$ cat src/sv/pidaw_pkg.sv
// Shared types and constants of the PID controller with integral clamp.
package pidaw_pkg;

    // Width of the time step field, unsigned Q0.16 seconds
    localparam int TSTEP_W = 16;

    // Reset magnitudes of the drive and integral limits
    localparam longint OUT_LIMIT_RST = 64'sd16711680;
    localparam longint INT_LIMIT_RST = 64'sd6553600;

    typedef enum logic [0:0] {
        OP_COMPUTE = 1'b0,
        OP_CLEAR   = 1'b1
    } t_operation;

    typedef enum logic [2:0] {
        REG_KP     = 3'd0,
        REG_KI     = 3'd1,
        REG_KD     = 3'd2,
        REG_OLIM_LO = 3'd3,
        REG_OLIM_HI = 3'd4,
        REG_ILIM_LO = 3'd5,
        REG_ILIM_HI = 3'd6
    } t_reg_idx;

    // Start request to a serial arithmetic unit
    typedef struct packed {
        logic start;
        logic neg;
    } t_op_ctl;

endpackage

$ cat src/sv/pidaw_mul.sv
// Serial shift-add multiplier on magnitudes, one multiplier bit per cycle, signed result.
module pidaw_mul #(
    parameter int AW = 33,
    parameter int BW = 32
) (
    input  logic                    i_clk,
    input  logic                    i_rst_n,
    input  pidaw_pkg::t_op_ctl      i_ctl,
    input  logic [AW-1:0]           i_a,
    input  logic [BW-1:0]           i_b,
    output logic                    o_done,
    output logic signed [AW+BW:0]   o_prod
);

    localparam int MW = AW + BW;
    localparam int PW = MW + 1;

    typedef enum logic [1:0] {
        M_IDLE,
        M_RUN,
        M_FIX
    } t_state;

    t_state              r_state;
    logic                r_done;
    logic                r_neg;
    logic [MW-1:0]       r_a;
    logic [BW-1:0]       r_b;
    logic [MW-1:0]       r_acc;
    logic signed [PW-1:0] r_prod;
    logic [PW-1:0]       w_acc_ext;

    assign w_acc_ext = {1'b0, r_acc};

    always_ff @(posedge i_clk) begin
        if (!i_rst_n) begin
            r_state <= M_IDLE;
            r_done  <= 1'b0;
        end else begin
            r_done <= 1'b0;
            unique case (r_state)
                M_IDLE: begin
                    if (i_ctl.start) begin
                        r_a     <= MW'(i_a);
                        r_b     <= i_b;
                        r_acc   <= '0;
                        r_neg   <= i_ctl.neg;
                        r_state <= M_RUN;
                    end
                end
                M_RUN: begin
                    // stop as soon as no multiplier bits remain
                    if (r_b == '0) begin
                        r_state <= M_FIX;
                    end else begin
                        if (r_b[0]) begin
                            r_acc <= r_acc + r_a;
                        end
                        r_a <= {r_a[MW-2:0], 1'b0};
                        r_b <= {1'b0, r_b[BW-1:1]};
                    end
                end
                M_FIX: begin
                    r_prod  <= r_neg ? -w_acc_ext : w_acc_ext;
                    r_done  <= 1'b1;
                    r_state <= M_IDLE;
                end
                default: r_state <= M_IDLE;
            endcase
        end
    end

    assign o_done = r_done;
    assign o_prod = r_prod;

endmodule

$ cat src/sv/pidaw_div.sv
// Restoring divider by the time step, one quotient bit per cycle, saturated signed result.
module pidaw_div #(
    parameter int NW = 48,
    parameter int OW = 32
) (
    input  logic                              i_clk,
    input  logic                              i_rst_n,
    input  pidaw_pkg::t_op_ctl                i_ctl,
    input  logic [NW-1:0]                     i_num,
    input  logic [pidaw_pkg::TSTEP_W-1:0]     i_den,
    output logic                              o_done,
    output logic signed [OW-1:0]              o_quot
);

    localparam int DW = pidaw_pkg::TSTEP_W;
    localparam int CW = $clog2(NW + 1);
    localparam logic [NW-1:0] QMAX     = NW'((64'd1 << (OW - 1)) - 64'd1);
    localparam logic [NW-1:0] QMIN_MAG = NW'(64'd1 << (OW - 1));
    localparam logic [CW-1:0] CNT_LOAD = CW'(NW);
    localparam logic [CW-1:0] CNT_LAST = CW'(1);

    typedef enum logic [1:0] {
        D_IDLE,
        D_RUN,
        D_FIX
    } t_state;

    t_state               r_state;
    logic                 r_done;
    logic                 r_neg;
    logic [NW-1:0]        r_q;
    logic [DW-1:0]        r_rem;
    logic [DW-1:0]        r_den;
    logic [CW-1:0]        r_cnt;
    logic signed [OW-1:0] r_quot;
    logic [DW:0]          w_trial;
    logic [DW:0]          w_sub;
    logic                 w_ge;

    assign w_trial = {r_rem, r_q[NW-1]};
    assign w_ge    = w_trial >= {1'b0, r_den};
    assign w_sub   = w_trial - {1'b0, r_den};

    always_ff @(posedge i_clk) begin
        if (!i_rst_n) begin
            r_state <= D_IDLE;
            r_done  <= 1'b0;
        end else begin
            r_done <= 1'b0;
            unique case (r_state)
                D_IDLE: begin
                    if (i_ctl.start) begin
                        r_q     <= i_num;
                        r_rem   <= '0;
                        r_den   <= i_den;
                        r_neg   <= i_ctl.neg;
                        r_cnt   <= CNT_LOAD;
                        r_state <= D_RUN;
                    end
                end
                D_RUN: begin
                    // shift the next dividend bit into the remainder, the quotient bit in at the bottom
                    r_rem <= w_ge ? w_sub[DW-1:0] : w_trial[DW-1:0];
                    r_q   <= {r_q[NW-2:0], w_ge};
                    r_cnt <= r_cnt - CNT_LAST;
                    if (r_cnt == CNT_LAST) begin
                        r_state <= D_FIX;
                    end
                end
                D_FIX: begin
                    if (!r_neg) begin
                        r_quot <= (r_q > QMAX) ? QMAX[OW-1:0] : r_q[OW-1:0];
                    end else begin
                        r_quot <= (r_q > QMIN_MAG) ? QMIN_MAG[OW-1:0] : -r_q[OW-1:0];
                    end
                    r_done  <= 1'b1;
                    r_state <= D_IDLE;
                end
                default: r_state <= D_IDLE;
            endcase
        end
    end

    assign o_done = r_done;
    assign o_quot = r_quot;

endmodule

$ cat src/sv/pid_controller_antiwindup.sv
// Top level of the PID controller: sequencer, state, configuration registers and result register.
//
//   channel   direction  handshake                   payload
//   input     in         i_in_valid / o_in_stall     i_operation, i_target_value,
//                                                    i_measured_value, i_time_step
//   result    out        o_out_valid / i_out_stall   o_drive_value
//   config    in         APB psel/penable/pwrite     paddr, pwdata, prdata
//
// A compute word runs the shared shift-add multiplier, which handles one multiplier bit a cycle,
// up to the highest set bit, for error*dt and the three gain products; the derivative divider
// runs alongside. A clear word or a zero time step goes from acceptance straight to S_DONE,
// which loads the result register once it is free.
// Reset is synchronous, loads the reset gains and limits, and clears state and result valid.
// A waiting result holds in its register under stall while the next word is taken in.
module pid_controller_antiwindup #(
    parameter int VALUE_WIDTH   = 32,
    parameter int FRACTION_BITS = 16
) (
    input  logic                                  i_clk,
    input  logic                                  i_rst_n,
    input  logic                                  i_in_valid,
    output logic                                  o_in_stall,
    input  logic                                  i_operation,
    input  logic signed [VALUE_WIDTH-1:0]         i_target_value,
    input  logic signed [VALUE_WIDTH-1:0]         i_measured_value,
    input  logic [pidaw_pkg::TSTEP_W-1:0]         i_time_step,
    output logic                                  o_out_valid,
    input  logic                                  i_out_stall,
    output logic signed [VALUE_WIDTH-1:0]         o_drive_value,
    input  logic                                  psel,
    input  logic                                  penable,
    input  logic                                  pwrite,
    input  logic [((VALUE_WIDTH > 32) ? 6 : 5)-1:0] paddr,
    input  logic [((VALUE_WIDTH > 32) ? 64 : 32)-1:0] pwdata,
    output logic [((VALUE_WIDTH > 32) ? 64 : 32)-1:0] prdata,
    output logic                                  pready
);

    localparam int W   = VALUE_WIDTH;
    localparam int F   = FRACTION_BITS;
    localparam int EW  = W + 1;
    localparam int AW  = W + 1;
    localparam int BW  = W;
    localparam int PW  = AW + BW + 1;
    localparam int SW  = 2 * W + 4;
    localparam int NW  = EW + F;
    localparam int PDW = (W > 32) ? 64 : 32;
    localparam int PAW = (W > 32) ? 6 : 5;
    localparam int ASH = (W > 32) ? 3 : 2;

    localparam logic [W-1:0] OLIM_LO_RST = W'(-pidaw_pkg::OUT_LIMIT_RST);
    localparam logic [W-1:0] OLIM_HI_RST = W'(pidaw_pkg::OUT_LIMIT_RST);
    localparam logic [W-1:0] ILIM_LO_RST = W'(-pidaw_pkg::INT_LIMIT_RST);
    localparam logic [W-1:0] ILIM_HI_RST = W'(pidaw_pkg::INT_LIMIT_RST);

    typedef enum logic [3:0] {
        S_IDLE,
        S_PREP,
        S_MUL_ERR,
        S_INT_CLAMP,
        S_KP_GO,
        S_MUL_KP,
        S_KI_GO,
        S_MUL_KI,
        S_KD_GO,
        S_MUL_KD,
        S_OUT_CLAMP,
        S_DONE
    } t_state;

    // configuration
    logic signed [W-1:0] r_kp, r_ki, r_kd;
    logic signed [W-1:0] r_olim_lo, r_olim_hi, r_ilim_lo, r_ilim_hi;
    pidaw_pkg::t_reg_idx w_idx;
    logic                w_wr;

    // sequencer and datapath
    t_state                       r_state;
    logic signed [W-1:0]          r_integ;
    logic signed [W-1:0]          r_last;
    logic signed [EW-1:0]         r_err;
    logic signed [EW-1:0]         r_diff;
    logic [pidaw_pkg::TSTEP_W-1:0] r_dt;
    logic signed [W-1:0]          r_deriv;
    logic                         r_dvalid;
    logic signed [SW-1:0]         r_acc;
    logic signed [W-1:0]          r_res;
    logic                         r_out_valid;
    logic signed [W-1:0]          r_drive;

    logic                         w_accept;
    logic signed [EW-1:0]         w_a_src;
    logic [EW-1:0]                w_a_mag;
    logic signed [W-1:0]          w_gain;
    logic [W-1:0]                 w_g_mag;
    logic                         w_gain_sel;
    logic [BW-1:0]                w_b_mag;
    pidaw_pkg::t_op_ctl           w_mul_ctl;
    pidaw_pkg::t_op_ctl           w_div_ctl;
    logic [EW-1:0]                w_diff_mag;
    logic [NW-1:0]                w_num;
    logic                         w_mul_done;
    logic signed [PW-1:0]         w_prod;
    logic signed [SW-1:0]         w_term;
    logic                         w_div_done;
    logic signed [W-1:0]          w_quot;

    // ---------------- configuration port ----------------
    assign pready = 1'b1;
    assign w_idx  = pidaw_pkg::t_reg_idx'(paddr[PAW-1:ASH]);
    assign w_wr   = psel & penable & pwrite;

    always_ff @(posedge i_clk) begin
        if (!i_rst_n) begin
            r_kp      <= '0;
            r_ki      <= '0;
            r_kd      <= '0;
            r_olim_lo <= OLIM_LO_RST;
            r_olim_hi <= OLIM_HI_RST;
            r_ilim_lo <= ILIM_LO_RST;
            r_ilim_hi <= ILIM_HI_RST;
        end else if (w_wr) begin
            unique case (w_idx)
                pidaw_pkg::REG_KP:      r_kp      <= pwdata[W-1:0];
                pidaw_pkg::REG_KI:      r_ki      <= pwdata[W-1:0];
                pidaw_pkg::REG_KD:      r_kd      <= pwdata[W-1:0];
                pidaw_pkg::REG_OLIM_LO: r_olim_lo <= pwdata[W-1:0];
                pidaw_pkg::REG_OLIM_HI: r_olim_hi <= pwdata[W-1:0];
                pidaw_pkg::REG_ILIM_LO: r_ilim_lo <= pwdata[W-1:0];
                pidaw_pkg::REG_ILIM_HI: r_ilim_hi <= pwdata[W-1:0];
                default: ;
            endcase
        end
    end

    always_comb begin
        unique case (w_idx)
            pidaw_pkg::REG_KP:      prdata = PDW'(unsigned'(r_kp));
            pidaw_pkg::REG_KI:      prdata = PDW'(unsigned'(r_ki));
            pidaw_pkg::REG_KD:      prdata = PDW'(unsigned'(r_kd));
            pidaw_pkg::REG_OLIM_LO: prdata = PDW'(unsigned'(r_olim_lo));
            pidaw_pkg::REG_OLIM_HI: prdata = PDW'(unsigned'(r_olim_hi));
            pidaw_pkg::REG_ILIM_LO: prdata = PDW'(unsigned'(r_ilim_lo));
            pidaw_pkg::REG_ILIM_HI: prdata = PDW'(unsigned'(r_ilim_hi));
            default:                prdata = '0;
        endcase
    end

    // ---------------- operand selection ----------------
    always_comb begin
        w_a_src       = r_err;
        w_gain        = r_kp;
        w_gain_sel    = 1'b1;
        w_mul_ctl     = '0;
        unique case (r_state)
            S_PREP: begin
                w_gain_sel      = 1'b0;
                w_mul_ctl.start = 1'b1;
            end
            S_KP_GO: begin
                w_mul_ctl.start = 1'b1;
            end
            S_KI_GO: begin
                w_a_src         = EW'(r_integ);
                w_gain          = r_ki;
                w_mul_ctl.start = 1'b1;
            end
            S_KD_GO: begin
                w_a_src         = EW'(r_deriv);
                w_gain          = r_kd;
                // hold until the derivative is in
                w_mul_ctl.start = r_dvalid;
            end
            default: ;
        endcase
        w_mul_ctl.neg = w_a_src[EW-1] ^ (w_gain_sel & w_gain[W-1]);
    end

    assign w_a_mag = w_a_src[EW-1] ? -w_a_src : w_a_src;
    assign w_g_mag = w_gain[W-1] ? -w_gain : w_gain;
    assign w_b_mag = w_gain_sel ? w_g_mag : BW'(r_dt);

    assign w_diff_mag    = r_diff[EW-1] ? -r_diff : r_diff;
    assign w_num         = {w_diff_mag, {F{1'b0}}};
    assign w_div_ctl.start = (r_state == S_PREP);
    assign w_div_ctl.neg   = r_diff[EW-1];

    // floor of a product by the fraction scale, widened for summing
    assign w_term = SW'(w_prod >>> F);

    pidaw_mul #(
        .AW (AW),
        .BW (BW)
    ) u_mul (
        .i_clk   (i_clk),
        .i_rst_n (i_rst_n),
        .i_ctl   (w_mul_ctl),
        .i_a     (w_a_mag),
        .i_b     (w_b_mag),
        .o_done  (w_mul_done),
        .o_prod  (w_prod)
    );

    pidaw_div #(
        .NW (NW),
        .OW (W)
    ) u_div (
        .i_clk   (i_clk),
        .i_rst_n (i_rst_n),
        .i_ctl   (w_div_ctl),
        .i_num   (w_num),
        .i_den   (r_dt),
        .o_done  (w_div_done),
        .o_quot  (w_quot)
    );

    // ---------------- sequencer ----------------
    assign w_accept   = i_in_valid & (r_state == S_IDLE);
    assign o_in_stall = (r_state != S_IDLE);

    always_ff @(posedge i_clk) begin
        if (!i_rst_n) begin
            r_state     <= S_IDLE;
            r_integ     <= '0;
            r_last      <= '0;
            r_dvalid    <= 1'b0;
            r_out_valid <= 1'b0;
        end else begin
            if (w_div_done) begin
                r_deriv  <= w_quot;
                r_dvalid <= 1'b1;
            end
            if (r_out_valid && !i_out_stall && r_state != S_DONE) begin
                r_out_valid <= 1'b0;
            end
            unique case (r_state)
                S_IDLE: begin
                    if (w_accept) begin
                        if (i_operation == pidaw_pkg::OP_CLEAR) begin
                            r_integ <= '0;
                            r_last  <= '0;
                            r_res   <= '0;
                            r_state <= S_DONE;
                        end else if (i_time_step == '0) begin
                            r_res   <= '0;
                            r_state <= S_DONE;
                        end else begin
                            r_err   <= EW'(i_target_value) - EW'(i_measured_value);
                            r_diff  <= EW'(r_last) - EW'(i_measured_value);
                            r_last  <= i_measured_value;
                            r_dt    <= i_time_step;
                            r_state <= S_PREP;
                        end
                    end
                end
                S_PREP: begin
                    r_dvalid <= 1'b0;
                    r_state  <= S_MUL_ERR;
                end
                S_MUL_ERR: begin
                    if (w_mul_done) begin
                        r_acc   <= SW'(r_integ) + w_term;
                        r_state <= S_INT_CLAMP;
                    end
                end
                S_INT_CLAMP: begin
                    // upper limit takes precedence when the limits cross
                    if (r_acc > SW'(r_ilim_hi)) begin
                        r_integ <= r_ilim_hi;
                    end else if (r_acc < SW'(r_ilim_lo)) begin
                        r_integ <= r_ilim_lo;
                    end else begin
                        r_integ <= r_acc[W-1:0];
                    end
                    r_state <= S_KP_GO;
                end
                S_KP_GO: r_state <= S_MUL_KP;
                S_MUL_KP: begin
                    if (w_mul_done) begin
                        r_acc   <= w_term;
                        r_state <= S_KI_GO;
                    end
                end
                S_KI_GO: r_state <= S_MUL_KI;
                S_MUL_KI: begin
                    if (w_mul_done) begin
                        r_acc   <= r_acc + w_term;
                        r_state <= S_KD_GO;
                    end
                end
                S_KD_GO: begin
                    if (r_dvalid) begin
                        r_state <= S_MUL_KD;
                    end
                end
                S_MUL_KD: begin
                    if (w_mul_done) begin
                        r_acc   <= r_acc + w_term;
                        r_state <= S_OUT_CLAMP;
                    end
                end
                S_OUT_CLAMP: begin
                    if (r_acc > SW'(r_olim_hi)) begin
                        r_res <= r_olim_hi;
                    end else if (r_acc < SW'(r_olim_lo)) begin
                        r_res <= r_olim_lo;
                    end else begin
                        r_res <= r_acc[W-1:0];
                    end
                    r_state <= S_DONE;
                end
                S_DONE: begin
                    // load the result word once the register is free
                    if (!r_out_valid || !i_out_stall) begin
                        r_out_valid <= 1'b1;
                        r_drive     <= r_res;
                        r_state     <= S_IDLE;
                    end
                end
                default: r_state <= S_IDLE;
            endcase
        end
    end

    assign o_out_valid   = r_out_valid;
    assign o_drive_value = r_drive;

endmodule

$ cat config.mk
export PLATFORM = sky130hd
export DESIGN_NAME = pid_controller_antiwindup
export DESIGN_NICKNAME = d
export VERILOG_FILES = /design/src/sv/pidaw_pkg.sv /design/src/sv/pidaw_mul.sv /design/src/sv/pidaw_div.sv /design/src/sv/pid_controller_antiwindup.sv
export SDC_FILE = /design/constraint.sdc
export NUM_CORES = 2
export LEC_CHECK = 0
export BUFFER_PORTS_ARGS = -buffer_cell sky130_fd_sc_hd__buf_2
export CORE_UTILIZATION = 35
export DETAILED_ROUTE_END_ITERATION = 10
export PLACE_DENSITY = 0.52
export SETUP_SLACK_MARGIN = 0.15
export SLEW_MARGIN = 20
export SYNTH_ARGS = -nofsm -noshare
export SYNTH_HDL_FRONTEND = slang
export SYNTH_HIERARCHICAL = 1
export SYNTH_SLANG_ARGS = --single-unit
$ cat constraint.sdc
create_clock -name i_clk -period 7.95 [get_ports i_clk]
set_input_delay 1.59 -clock i_clk [delete_from_list [all_inputs] [get_ports i_clk]]
set_output_delay 1.59 -clock i_clk [all_outputs]
set_load 0.005 [all_outputs]
==> metrics.txt <==
first-pass GRT wire length=311 mm; post-route setup TNS=0 ns; first element of the critical path=paddr[2]; Max-slew headroom=19.2%; arrival time worst endpoint=4.58 ns; Sink Count=879; level count of the clock H-tree=3; max cap viols=0; Post-Place Cells=9,043; maximum number of pins on one net before global-route repair=113; initial antenna violation count=13; Core Util, Final=39.1%; Final Setup Violations=0; drt drc=0; maximum vdd ir drop=176 µV; IO buf count=188; share of cells above drive strength 1=7.95%; # resized after CTS=0; Reg area=23,400 µm²; hold path start=r_res[3]$_SDFFCE_PN0P_; CP startpoint kind=input port; CTS Buffer Depth=3; Clock Skew=0.0556 ns; ANT nets after route=0; Post-Layout Cell Count=9,244; Least-Margin Pin Slew=1.21 ns; Max Freq=162 MHz; DPL Wire Length=157 mm; Critical Path End Type=output port; minimum clock period=6.17 ns; Clk pwr share=28.5%; Net Switching=6.31 mW; Nets=7,512; 1st-iter DRT viols=4,246; gr ovfl total=0; Crit Path Category=in -> out; Final Max Tran Viols=0; Worst EP required=6.36 ns; Logic pwr share=33.3%; Multi-input gate area=34,900 µm²; Syn Std Cell Area=60,400 µm²; Int Pwr=10.5 mW; vias in the first global route=49.9k; Setup Buffers After CTS=0; row cnt=152; status=completed; hold_buf cts=0; class of the most critical hold timing path=reg -> reg; Die Area=174,000 µm²; Core ar.=172,000 µm²; Lkg Pwr=26.0 nW; later-pin clock latency in the skew report=0.76 ns; power per standard cell area=250 nW/µm²; syn avg cell area=8.89 µm²; register share of total power=38.1%; clk root buf=clkbuf_16; Fill cells=17.4k; critical-path maximum fanout=36; Syn. warnings=6; CTS tree=built; Ports=192; DR vias=52.0k; worst r2r src=r_olim_hi[31]$_SDFFE_PN0P_; clk slew on worst S/H paths=0.06 ns; TritonRoute pass-1 iters=6; cell count after synthesis=6,796; Starting Density=35.2%; Placer Congestion=0.935; final hold violations=0; final WL=207 mm; cts bufs inserted=106; die width=417 µm; period utilization=77.6%; WHS=0.416 ns; Area growth syn-to-layout=11.2%; DR vias/cell=5.63; net switching fraction of the power=37.6%; Die Y=417 µm; post-layout power=16.8 mW; RSZ-0062 raised after global routing=false; DR WL/cell=22.4 µm; Tot GR Track Use=23.1%
==> flip-flops by register name (all words and copies together) (netlist names), 33 cells and up <==
register / count
u_mul/o_prod: 50
r_err: 33
r_acc: 68
u_mul/r_acc: 65
r_diff: 33
u_div/r_q: 49
u_mul/r_a: 65
==> power groups by stage <==
stage	clock (mW)	combinational, mW	sequential, mW
after floorplan	0	4.15	6.24
after global placement	0	5.52	6.49
after detailed placement	0	5.57	6.49
after CTS	4.92	5.60	6.40
after global routing	5.07	6.25	6.47
final	4.79	5.60	6.41
==> final cells by class <==
| cell class | count | share of cell area [%] |
|---|---|---|
| Tap cell | 2310 | 4.31 |
| Sequential cell | 879 | 34.8 |
| Clock buffer | 132 | 4.20 |
| Multi-Input combinational cell | 5315 | 52.0 |
| Antenna cell | 5 | 0.0186 |
| Timing Repair Buffer | 258 | 2.23 |
| Clock inverter | 63 | 0.837 |
| Inverter | 282 | 1.58 |
==> layout by cell type, fill, tap and decap left out, types with 18 or more instances in the layout <==
cell,instances
nand2_1,1125
a21oi_1,671
edfxtp_1,579
ha_1,539
nor2_1,378
o21ai_0,357
dfxtp_1,299
inv_1,280
xnor2_1,253
a21o_1,194
buf_2,188
a22oi_1,133
nand4_1,126
xor2_1,115
clkbuf_16,106
mux2i_1,97
nor3_1,94
nand3_1,92
and2_1,71
buf_4,68
o211ai_1,65
a22o_1,62
nand2b_1,58
a31oi_1,57
o221ai_1,53
o21a_1,51
nor4_1,47
nor2b_1,46
and3_1,44
o21bai_1,42
or3_1,42
o31ai_1,41
a211oi_1,37
o2bb2ai_1,32
or4_1,23
or2_2,20
o41ai_1,20
clkbuf_1,19
clkinv_1,18
clkinv_2,18
==> metal layers <==
metal / part of all wire, % / global-route usage, % / up-vias
met2: 46 / 37.5 / 1599
met3: 6.4 / 3.88 / 328
met4: 3.7 / 8.20 / 6
li1: - / - / 25000
met5: 0.020 / 0 / -
met1: 44 / 30.9 / 25100
==> worst max-delay path, cell delays in order <==
cell and delay (ns):
buf_2 0.67, nor2b_1 0.21, buf_4 0.22, and2_0 0.73, buf_4 0.36, a22o_1 0.17, nor2_1 0.09, o21ai_0 0.26
buf_2 0.23
==> worst paths after layout <==
check             cells past startpoint                    endpoint  slack, ns
setup / recovery                      9                  prdata[24]       1.78
hold / removal                        0  o_drive_value[3]$_DFFE_PP_       0.42
setup reg to reg                     15      r_res[3]$_SDFFCE_PN0P_       2.60
hold reg to reg                       0  o_drive_value[3]$_DFFE_PP_       0.42
==> stage by stage <==
step                area (µm²)  setup slack, ns
finish                   67100             1.78
global route             67100             1.74
CTS                      67100             1.92
detailed placement       63700             1.93
global placement         63700             1.93
floorplan                60500             1.10
(Power assumes the default switching activity.)
